===== src/hdl/tpc_pkg.sv =====
package tpc_pkg;

    // fraction bits of the ratio t
    localparam int TFrac = 30;
    // distance width: three 64-bit floored terms plus plane term, with headroom
    localparam int DistW = 66;

    // register indexes
    typedef enum logic [2:0] {
        REG_PX = 3'd0,
        REG_PY = 3'd1,
        REG_PZ = 3'd2,
        REG_NX = 3'd3,
        REG_NY = 3'd4,
        REG_NZ = 3'd5
    } reg_idx_t;

    // back-end sequencer states
    typedef enum logic [2:0] {
        ST_IDLE, ST_DIV, ST_MUL, ST_SUM, ST_EMIT0, ST_EMIT1
    } back_state_t;

    typedef logic signed [31:0] coord_t;

    typedef struct packed {
        coord_t x;
        coord_t y;
        coord_t z;
    } vert_t;

    // classified triangle: three vertices, their distances, inside flags
    typedef struct packed {
        vert_t                    v0;
        vert_t                    v1;
        vert_t                    v2;
        logic signed [DistW-1:0]  d0;
        logic signed [DistW-1:0]  d1;
        logic signed [DistW-1:0]  d2;
        logic [2:0]               ins;
    } tri_t;

    // one output triangle
    typedef struct packed {
        vert_t o0;
        vert_t o1;
        vert_t o2;
        logic  last;
    } otri_t;

    function automatic coord_t sat32(input logic signed [63:0] x);
        if (x > 64'sd2147483647)
            return 32'sh7fffffff;
        else if (x < -64'sd2147483648)
            return 32'sh80000000;
        else
            return x[31:0];
    endfunction

endpackage


===== src/hdl/tpc_queue.sv =====
// Two-entry queue between front and back.
module tpc_queue (
    input  logic          clk,
    input  logic          rst_n,
    input  logic          w_valid,
    output logic          w_ready,
    input  tpc_pkg::tri_t w_data,
    output logic          r_valid,
    input  logic          r_ready,
    output tpc_pkg::tri_t r_data
);
    tpc_pkg::tri_t mem_reg [0:1];
    logic          wp_reg, rp_reg;
    logic [1:0]    cnt_reg;
    logic          wr, rd;

    assign w_ready = cnt_reg != 2'd2;
    assign r_valid = cnt_reg != 2'd0;
    assign wr      = w_valid && w_ready;
    assign rd      = r_valid && r_ready;
    assign r_data  = mem_reg[rp_reg];

    always_ff @(posedge clk or negedge rst_n)
    begin
        if (!rst_n)
        begin
            wp_reg  <= 1'b0;
            rp_reg  <= 1'b0;
            cnt_reg <= 2'd0;
        end
        else
        begin
            if (wr)
                wp_reg <= !wp_reg;
            if (rd)
                rp_reg <= !rp_reg;
            cnt_reg <= cnt_reg + {1'b0, wr} - {1'b0, rd};
        end
    end

    always_ff @(posedge clk)
    begin
        if (wr)
            mem_reg[wp_reg] <= w_data;
    end
endmodule


===== config.mk =====
export PLATFORM = sky130hd
export DESIGN_NAME = tpc_queue
export DESIGN_NICKNAME = d
export VERILOG_FILES = /design/src/hdl/tpc_pkg.sv /design/src/hdl/tpc_queue.sv
export SDC_FILE = /design/constraint.sdc
export NUM_CORES = 1
export LEC_CHECK = 0
export BUFFER_PORTS_ARGS = -buffer_cell sky130_fd_sc_hd__buf_2
export CAP_MARGIN = 20
export CORE_AREA = 2 2 386 388
export CTS_CLUSTER_SIZE = 40
export DETAILED_ROUTE_END_ITERATION = 7
export DIE_AREA = 0 0 388 390
export PLACE_DENSITY_LB_ADDON = 0.25
export SLEW_MARGIN = 10
export SYNTH_ARGS = -nofsm -noshare
export SYNTH_HDL_FRONTEND = slang
export SYNTH_SLANG_ARGS = --single-unit

===== constraint.sdc =====
create_clock -name clk -period 29 [get_ports clk]
set_clock_uncertainty 0.2 [all_clocks]
set_input_delay 5.8 -clock clk [delete_from_list [all_inputs] [get_ports clk]]
set_output_delay 5.8 -clock clk [all_outputs]
set_load 0.02 [all_outputs]

[Yosys cells after proc, flatten, opt, wreduce, memory -nomap -nowiden]
Memory sizes are Yosys's and may differ from the RTL's.
Cells that the tools add are included.
Word-level totals
  flip-flop bits (word level): 4
  bits in writable memories: 978
  input bits: 493
  output and inout port bits: 491
  logic and storage cells: 14
  memories kept: 1
Operators by class
  add/sub/neg operators: 2
  equal/unequal tests: 1
  muxes and demuxes: 2
  reductions and logical operators: 5
Memories
  mem_reg: words 2, bits a word 489, read ports 1, clocked after memory_dff 0, wr ports 1, RTL line tpc_queue.sv:12  | tpc_pkg::tri_t mem_reg [0:1];
Operators with widths (number)
  $add A2 B1 Y2: 1
  $logic_and A1 B1 Y1: 2
  $logic_not A1 Y1: 2
  $mux W1: 2
  $ne A2 B2 Y1 const B: 1
  $reduce_bool A2 Y1: 1
  $sub A2 B1 Y2: 1

[Depth between registers and ports, before layout]
Gate-level depths: netlist of the first run.
  word-level depth: 4
  gate-level depth with buffers: 5
  mapped depth without buffers: 5

[Least setup slack after synthesis of the first run]
Ideal clock, no wire load.
  path type: input to register
  start: in w_valid
  end: mem mem_reg[0][0] (netlist name) (enable)
  setup time: 1.352 ns
  arrival: 26.105 ns
  required time: 27.448 ns
  slack: 1.343 ns
  stages: 2
  path buffers: 0
  cells stage by stage: nand2_1 -> nor2_1
Between the ends
  cells in the longest elaborated chain, start to end: 3
RTL lines
  start: declaration: RTL line tpc_queue.sv:5  | input logic w_valid,
  $logic_and A1 B1 Y1: RTL line tpc_queue.sv:19  | assign wr = w_valid && w_ready;
  $mux W1: RTL line tpc_queue.sv:43  | if (wr)
  $mux W1 (not written as such): RTL line tpc_queue.sv:44  | mem_reg[wp_reg] <= w_data;
  end: declaration: RTL line tpc_queue.sv:12
No other way between the ends.

==> impl_metrics.json, run 1 <==
{
  "cap_viol_max_count": 0,
  "crit_path_start_kind": "flip-flop",
  "fill_cells": 14500,
  "area_delta_synth_final_pct": 29.1,
  "worst_pin_slew_ns": 1.05,
  "crit_required_ns": 23.00,
  "crit_path_frequent_cell": "buf_4",
  "root_buffer": "clkbuf_16",
  "fin_setup_tns_ns": 0,
  "start_util_pct": 24.4,
  "synth_edf_count": 978,
  "async_flop_share_pct": 0.407,
  "dieHeight_um": 390,
  "route.detailed.drc": 0,
  "crit_fanout": 63,
  "crit_family": "buffers and inverters",
  "netlist_instances": 1544,
  "finalCriticalPeriod_ns": 11.41,
  "core_um2": 147000,
  "clock_power_share_pct": 25.5,
  "clockBufferDepth": 3,
  "run_status": "completed",
  "pwr-share-seq_pct": 41.1,
  "grt_pass1_vias": 19400,
  "numPlacedInstances": 4424,
  "rows": 141,
  "vias": 18600,
  "grt_pass1_wl_um": 135000,
  "overflow": 0,
  "cts_setup_buffers": 0,
  "cp.depth": 6,
  "synth_warnings": 0,
  "p_leak_uw": 0.0171,
  "dp_hpwl_um": 70700,
  "combPwrFrac_pct": 33.4,
  "worst-r2r-setup-slack_ns": 23.59,
  "antenna_left": 0,
  "place.gp.congestion": 0.770,
  "synth_fp_nets": 2038,
  "synth_top_area_share_pct": 81.8,
  "total_power_uw": 4930,
  "multi_input_area_um2": 6020,
  "period_share_pct": 39.4,
  "detailedRoute.firstPassIterationCount": 4,
  "synth.most_common_cell": "edfxtp_1",
  "worstHoldPathType": "reg -> reg",
  "layoutNonFillerInstCount": 4639,
  "whs_ns": 0.345,
  "synth-main-ff-cell": "edfxtp_1",
  "max-slew-margin-rel_pct": 30.0,
  "syn_area_um2": 35900,
  "grt_max_degree": 102,
  "dp_worst_setup_slack_ns": 17.97,
  "critPathBufInv": 5,
  "critPathSlowestCell": "dfrtp_4",
  "fin_nets": 3098,
  "rsz0062_at_grt": "false",
  "post_cts_resized": 0,
  "dieArea_um2": 151000,
  "routedWlPerCell_um": 21.3,
  "num_io_pins": 984,
  "vdd_ir_drop_max_v": 0.0000622,
  "port_buffers": 983,
  "switching_power_uw": 1670,
  "grt_usage_pct": 12.4,
  "clkTransAtPathRegs_ns": 0.06,
  "synth_top_area_cell": "edfxtp_1",
  "powerDensity_nw_per_um2": 106,
  "routed_wirelength_um": 98700,
  "via_per_inst": 4.00,
  "r2r_cells": 6,
  "min_path_cells": 1,
  "crit_arrival_ns": 5.41,
  "htreeDepth": 3,
  "synth_common_cells": "edfxtp_1 (978), mux2_2 (389), mux2_4 (100)",
  "final-setup-viol-count": 0,
  "ys_types": 20,
  "final.setup.worst_slack_ns": 17.59,
  "drive_gt1_share_pct": 60.8,
  "maxSlewViolCount": 0,
  "cpPeakStageDelay_ns": 0.89,
  "cts_hold_buf": 0,
  "fmax_mhz": 87.6,
  "critical_path_class": "reg -> out",
  "clock_sinks": 982,
  "antenna_found_initial": 62,
  "yosys-top-cells-area": "edfxtp_1 (82%), mux2_2 (12%), mux2_4 (4.2%)",
  "synth_seq_area_share_pct": 82.1,
  "critical_path.cell_chain": "buf_4 -> buf_4 -> buf_4 -> buf_4 -> mux2_2 -> buf_2",
  "cts_buffers": 107,
  "seq_area_um2": 29500,
  "swShare_pct": 33.8,
  "clk_latency_ns": 0.70,
  "drt_iter0_markers": 785,
  "cts_tree": "done",
  "hold_violations": 0,
  "crit_path_end_kind": "primary output",
  "synth_seq_cells": 982,
  "synth.avg_cell_area_um2": 23.2,
  "die_x_um": 388,
  "intPower_uw": 3270,
  "largest_register_ffs": 978
}
[logic make-up after synthesis]
| kind of cell | share of synthesized area [%] |
|---|---|
| muxes | 16.4 |
| and+or+nand+nor | 0.164 |
| xor gates and xnor gates | 0.0732 |
| AOI/OAI and AO/OA | 0.0662 |
| DFF | 82.1 |
| adders and majority gates | 0.0348 |
| buffers and inverters | 1.19 |
[placed cells by master (no fill, tap or decap)]
master,count
xnor2_1,3
inv_6,1
a311oi_1,1
inv_16,1
nor2b_1,1
clkinvlp_4,3
buf_2,983
nand2_1,2
mux2_4,100
o21ai_0,1
mux2_2,389
clkbuf_1,29
clkinv_4,2
dfrtp_1,3
nor2_1,2
clkinv_1,28
dfrtp_4,1
and3_4,1
buf_12,1
clkbuf_16,110
nand3_1,1
nand2b_1,1
nor4bb_1,1
nor2_4,1
clkinv_16,3
or2_2,1
buf_16,1
ha_1,1
diode_2,23
buf_4,21
edfxtp_1,978
bufinv_16,2
o21ba_2,1
clkinv_2,12
[stage by stage]
stage | instance area, um^2 | util, %
floorplan | 35900 | -
global placement | 43000 | 29.2
detailed placement | 43000 | 29.2
CTS | 46200 | 31.4
global route | 46300 | 31.5
finish | 46300 | 31.5
[worst register-to-register path: stages (launching register included)]
cell and delay, ns:
dfrtp_1 0.42, nand2b_1 0.22, and3_4 0.77, buf_4 0.89, buf_4 0.79, buf_4 0.75
buf_4 0.89
[power by group through the flow]
| stage | clock [uW] | sequential, uW | combinational [uW] |
|---|---|---|---|
| final | 1260 | 2030 | 1650 |
| after global routing | 1350 | 2060 | 1760 |
| after CTS | 1300 | 2030 | 1690 |
| after detailed placement | 0 | 2060 | 1690 |
| after global placement | 0 | 2060 | 1690 |
| after floorplan | 0 | 2260 | 1130 |
[cell type report]
type,count,share of cell area (%)
Timing Repair Buffer,1006,11.1
Sequential cell,982,63.6
Clock inverter,52,0.829
Multi-Input combinational cell,507,13.0
Clock buffer,139,6.18
Tap cell,1930,5.21
Antenna cell,23,0.124
[final timing paths]
path	endpoint	start
hold reg to reg	wp_reg	wp_reg
setup reg to reg	mem_reg[1][403]	cnt_reg[0]
max in group asynchronous	rp_reg	rst_n
setup / recovery	r_data[237]	rp_reg
min in group asynchronous	cnt_reg[1]	rst_n
hold / removal	wp_reg	wp_reg
[layer usage]
metal	up-vias	track usage [%]	part of all wire (%)
met5	-	0	0.27
met3	222	6.09	10
met1	9161	12.2	35
li1	8373	-	-
met2	761	22.2	51
met4	42	5.00	3.2
No activity file was read; power rests on OpenSTA's default activity.
==> inputs of run 2 (changes only) <==
Settings changed: ABC_AREA set to 1, CORE_AREA 2 2 386 388 to 2 2 385 387, DIE_AREA 0 0 388 390 to 0 0 387 389.
Clock period 29 ns to 9.15 ns, I/O delays scaled along.
==> impl_metrics.json, run 2 <==
{
  "synth-main-ff-cell": "edfxtp_1",
  "route.detailed.drc": 0,
  "crit_required_ns": 7.12,
  "root_buffer": "clkbuf_16",
  "die_x_um": 387,
  "antenna_left": 0,
  "core_um2": 147000,
  "cts_hold_buf": 0,
  "rsz0062_at_grt": "false",
  "powerDensity_nw_per_um2": 355,
  "hold_end": "cnt_reg[0]",
  "clock_power_share_pct": 25.4,
  "p_leak_uw": 0.0193,
  "critical_path_class": "reg -> out",
  "place.gp.congestion": 0.905,
  "crit_fanout": 161,
  "fmax_mhz": 176,
  "crit_path_end_kind": "primary output",
  "synth_common_cells": "nand2_1 (1476), edfxtp_1 (978), buf_2 (55)",
  "synth_seq_area_share_pct": 82.6,
  "cts_tree": "done",
  "vdd_ir_drop_max_v": 0.000224,
  "dp_hpwl_um": 77100,
  "final-setup-viol-count": 0,
  "cpPeakStageDelay_ns": 0.82,
  "final_cell_mix": "nand2_1 (1475), buf_2 (983), edfxtp_1 (978)",
  "synth_top_area_cell": "edfxtp_1",
  "synth_fp_nets": 3079,
  "max-slew-margin-rel_pct": 28.9,
  "place_area_um2": 42800,
  "worst_pin_slew_ns": 1.07,
  "crit_path_start_kind": "flip-flop",
  "clkTransAtPathRegs_ns": 0.06,
  "htreeDepth": 3,
  "min_from": "cnt_reg[0]",
  "multi_input_area_um2": 5630,
  "min_path_cells": 1,
  "crit_start": "rp_reg",
  "seq_area_um2": 29500,
  "worstReg2RegStart": "cnt_reg[1]",
  "synth_seq_cells": 982,
  "antenna_found_initial": 65,
  "overflow": 0,
  "run_status": "completed",
  "area_delta_synth_final_pct": 29.7,
  "crit_path_frequent_cell": "nand2_1",
  "clk_latency_ns": 0.70,
  "grt_pass1_wl_um": 154000,
  "switching_power_uw": 6440,
  "dieHeight_um": 389,
  "syn_area_um2": 35700,
  "clock_sinks": 982,
  "period_share_pct": 62.1,
  "grt_usage_pct": 14.2,
  "critical_path.cell_chain": "buf_4 -> buf_12 -> nand2_1 -> nand2_1 -> buf_2",
  "synth.most_common_cell": "nand2_1",
  "grt_max_degree": 162,
  "hold_violations": 0,
  "routed_wirelength_um": 111000,
  "start_util_pct": 24.3,
  "r2r_cells": 5,
  "drive_gt1_share_pct": 31.4,
  "routedWlPerCell_um": 19.7,
  "post_cts_resized": 0,
  "synth_warnings": 0,
  "worstHoldPathType": "reg -> reg",
  "combPwrFrac_pct": 35.9,
  "port_buffers": 983,
  "cts_setup_buffers": 0,
  "async_flop_share_pct": 0.407,
  "maxSlewViolCount": 0,
  "intPower_uw": 9990,
  "num_io_pins": 984,
  "rows": 141,
  "fin_nets": 4089,
  "crit_arrival_ns": 3.65,
  "critPathSlowestCell": "buf_4",
  "yosys-top-cells-area": "edfxtp_1 (82%), nand2_1 (16%), buf_2 (0.77%)",
  "cap_viol_max_count": 0,
  "ys_types": 15,
  "grt_pass1_vias": 21900,
  "clockBufferDepth": 3,
  "pwr-share-seq_pct": 38.7,
  "via_per_inst": 4.05,
  "worst-r2r-setup-slack_ns": 5.81,
  "detailedRoute.firstPassIterationCount": 4,
  "dieArea_um2": 151000,
  "vias": 22900,
  "synth.avg_cell_area_um2": 13.8,
  "synth_edf_count": 978,
  "r2r-end": "mem_reg[0][309]",
  "cts_buffers": 108,
  "synth_top_area_share_pct": 82.3,
  "finalCriticalPeriod_ns": 5.68,
  "netlist_instances": 2585,
  "swShare_pct": 39.2,
  "drt_iter0_markers": 1100,
  "final_common_cell": "nand2_1",
  "whs_ns": 0.360,
  "fill_cells": 14800,
  "largest_register_ffs": 978,
  "fin_setup_tns_ns": 0,
  "final_cell_area_um2": 46300
}
## run 2: cell families (layout without fill, tap and decap cells)
kind of cell / count (synthesis) / count (layout) / share of synthesized area [%]
compound gates: 2 / 2 / 0.0280
buf+inv: 116 / 1215 / 1.73
fa+ha+maj: 1 / 1 / 0.0351
simple gates: 1483 / 1483 / 15.6
flops: 982 / 982 / 82.6
xor+xnor: 1 / 1 / 0.0245
other cells: 0 / 26 / 0
## run 2: worst max-delay path, delay by kind of cell, from the launching register on
family        cells  cell delay (ns)
flops             1             0.69
simple gates      2             0.26
buf+inv           3             1.54
## run 2: worst max path at each step
| stage | end |
|---|---|
| final | r_data[301] |
| after global routing | r_data[368] |
| after CTS | r_data[368] |
| after detailed placement | r_data[368] |
| after global placement | r_data[368] |
| after floorplan | mem_reg[1][0] |
## run 2: through the flow
step | std cells | power, uW | utilization [%] | setup slack (ns)
global route | 5635 | 17300 | 31.6 | 3.23
global placement | 5415 | 12500 | 29.2 | 4.26
floorplan | 2585 | 10300 | - | -0.655
CTS | 5614 | 16700 | 31.5 | 3.44
finish | 5640 | 16400 | 31.6 | 3.47
detailed placement | 5415 | 12500 | 29.2 | 4.27
## run 2: power groups by stage
stage / Sequential [uW] / Clock [uW] / Combinational (uW)
floorplan: 6680 / 0 / 3590
global placement: 6450 / 0 / 6040
detailed placement: 6460 / 0 / 6030
CTS: 6370 / 4310 / 6040
global route: 6450 / 4460 / 6430
finish: 6370 / 4170 / 5900
## run 2: layout make-up
type,instances,area share [%]
well taps,1930,5.22
repair buffers,1008,11.3
diodes,26,0.141
clock buffers,129,6.10
multi-input cells,1487,12.2
flip-flops and latches,982,63.7
clock inverters,70,1.28
inverters,8,0.0811
## run 2: per-layer routing
metal  wire length, um  vias up  track usage, %
li1                  -    10800               -
met1             42200    11000            15.9
met2             54000      809            23.2
met3             11400      217            6.50
met4              3280       40            5.91
met5               233        -               0
==> inputs of run 3 (changes only) <==
Clock period 9.15 ns to 5.9 ns, I/O delays scaled along.
==> impl_metrics.json, run 3 (synthesized netlist as in run 2, its figures left out) <==
{
  "dp_worst_setup_slack_ns": 2.05,
  "htreeDepth": 3,
  "final.setup.worst_slack_ns": 1.39,
  "area_delta_synth_final_pct": 30.2,
  "finalCriticalPeriod_ns": 4.51,
  "largest_register_ffs": 978,
  "clock_sinks": 982,
  "final_common_cell": "nand2_1",
  "route.detailed.drc": 0,
  "fmax_mhz": 222,
  "grt_max_degree": 153,
  "maxSlewViolCount": 0,
  "max-slew-margin-rel_pct": 31.4,
  "grt_pass1_wl_um": 157000,
  "min_from": "cnt_reg[0]",
  "dp_hpwl_um": 80500,
  "worst_pin_slew_ns": 1.03,
  "antenna_found_initial": 72,
  "p_leak_uw": 0.0195,
  "antenna_left": 0,
  "worstHoldPathType": "reg -> reg",
  "port_buffers": 983,
  "root_buffer": "clkbuf_16",
  "grt_usage_pct": 14.4,
  "hold_end": "cnt_reg[0]",
  "period_share_pct": 76.4,
  "clkTransAtPathRegs_ns": 0.07,
  "die_x_um": 387,
  "dieArea_um2": 151000,
  "final_cell_area_um2": 46500,
  "cts_setup_buffers": 0,
  "place_area_um2": 43100,
  "dieHeight_um": 389,
  "clockBufferDepth": 3,
  "run_status": "completed",
  "clk_latency_ns": 0.71,
  "drive_gt1_share_pct": 32.0,
  "place.gp.congestion": 0.847,
  "crit_fanout": 108,
  "cts_buffers": 106,
  "r2r_cells": 5,
  "crit_path_start_kind": "flip-flop",
  "seq_area_um2": 29500,
  "crit_arrival_ns": 3.13,
  "cpPeakStageDelay_ns": 0.77,
  "routedWlPerCell_um": 19.9,
  "overflow": 0,
  "final_cell_mix": "nand2_1 (1475), buf_2 (983), edfxtp_1 (978)",
  "fin_nets": 4125,
  "cts_tree": "done",
  "final-setup-viol-count": 0,
  "crit_path_end_kind": "primary output",
  "rsz0062_at_grt": "false",
  "drt_iter0_markers": 1202,
  "start_util_pct": 24.3,
  "numPlacedInstances": 5452,
  "num_io_pins": 984,
  "via_per_inst": 4.05,
  "critPathSlowestCell": "dfrtp_4",
  "vdd_ir_drop_max_v": 0.000342,
  "powerDensity_nw_per_um2": 548,
  "crit_path_frequent_cell": "nand2_1",
  "multi_input_area_um2": 5630,
  "worst-r2r-setup-slack_ns": 3.12,
  "cap_viol_max_count": 0,
  "hold_violations": 0,
  "grt_pass1_vias": 22100,
  "detailedRoute.firstPassIterationCount": 5,
  "fill_cells": 14800,
  "routed_wirelength_um": 113000,
  "critical_path_class": "reg -> out",
  "r2r-end": "mem_reg[0][231]",
  "min_path_cells": 1,
  "rows": 141,
  "crit_required_ns": 4.52,
  "core_um2": 147000,
  "critical_path.cell_chain": "inv_8 -> buf_4 -> nand2_1 -> nand2_1 -> buf_2",
  "whs_ns": 0.363,
  "fin_setup_tns_ns": 0,
  "worstReg2RegStart": "cnt_reg[1]",
  "layoutNonFillerInstCount": 5658,
  "vias": 22900
}
==> run 3: cell types whose count changed in the layout (fill, tap and decap cells not counted), moves of 2 or more <==
cell / delta
buf_4: +35
clkinv_1: -13
diode_2: -8
clkbuf_1: +7
clkinv_2: -3
clkinv_4: -3
clkinvlp_4: +3
buf_12: +2
clkbuf_16: -2
==> run 3: cell type report <==
class | instances | area share, %
repair buffers | 1046 | 11.9
diodes | 18 | 0.0970
clock inverters | 53 | 1.10
flip-flops and latches | 982 | 63.4
multi-input cells | 1487 | 12.1
clock buffers | 134 | 6.03
well taps | 1930 | 5.20
inverters | 8 | 0.0808
==> run 3: power by group <==
group | switching, uW | total [uW] | internal [uW]
sequential | 384 | 9880 | 9500
combinational | 6850 | 9240 | 2390
clock | 2740 | 6360 | 3610
==> run 3: what timing repair did <==
action | 4_1_cts | 5_1_grt
hold buffers | 1 | 0
hold endpoints to repair | 4 | 0
resized for setup | 0 | 0
setup endpoints to repair | 0 | 0
==> run 3: worst max path at each step <==
stage,start,end,cells after the start
floorplan,w_valid,mem_reg[1][0],2
global placement,rp_reg,r_data[255],5
detailed placement,rp_reg,r_data[111],5
CTS,rp_reg,r_data[111],5
global route,rp_reg,r_data[251],5
finish,rp_reg,r_data[171],5
==> run 3: metal layers <==
layer  vias up  global-route usage, %  wire length, um
li1      10900                      -                -
met1     10900                   16.7            43800
met2       846                   23.7            54100
met3       251                   5.71            10500
met4        52                   5.77             3980
met5         -                      0              324
==> run 3: worst max-delay path: cells and delay by family (launching register included) <==
kind	cells	cell delay, ns
buffers and inverters	3	1.25
DFF	1	0.77
and+or+nand+nor	2	0.21
==> run 3: metrics by stage <==
stage	util, %	power [uW]
finish	31.7	25500
detailed placement	29.4	19500
global route	31.7	26900
floorplan	-	15900
global placement	29.4	19500
CTS	31.7	25900
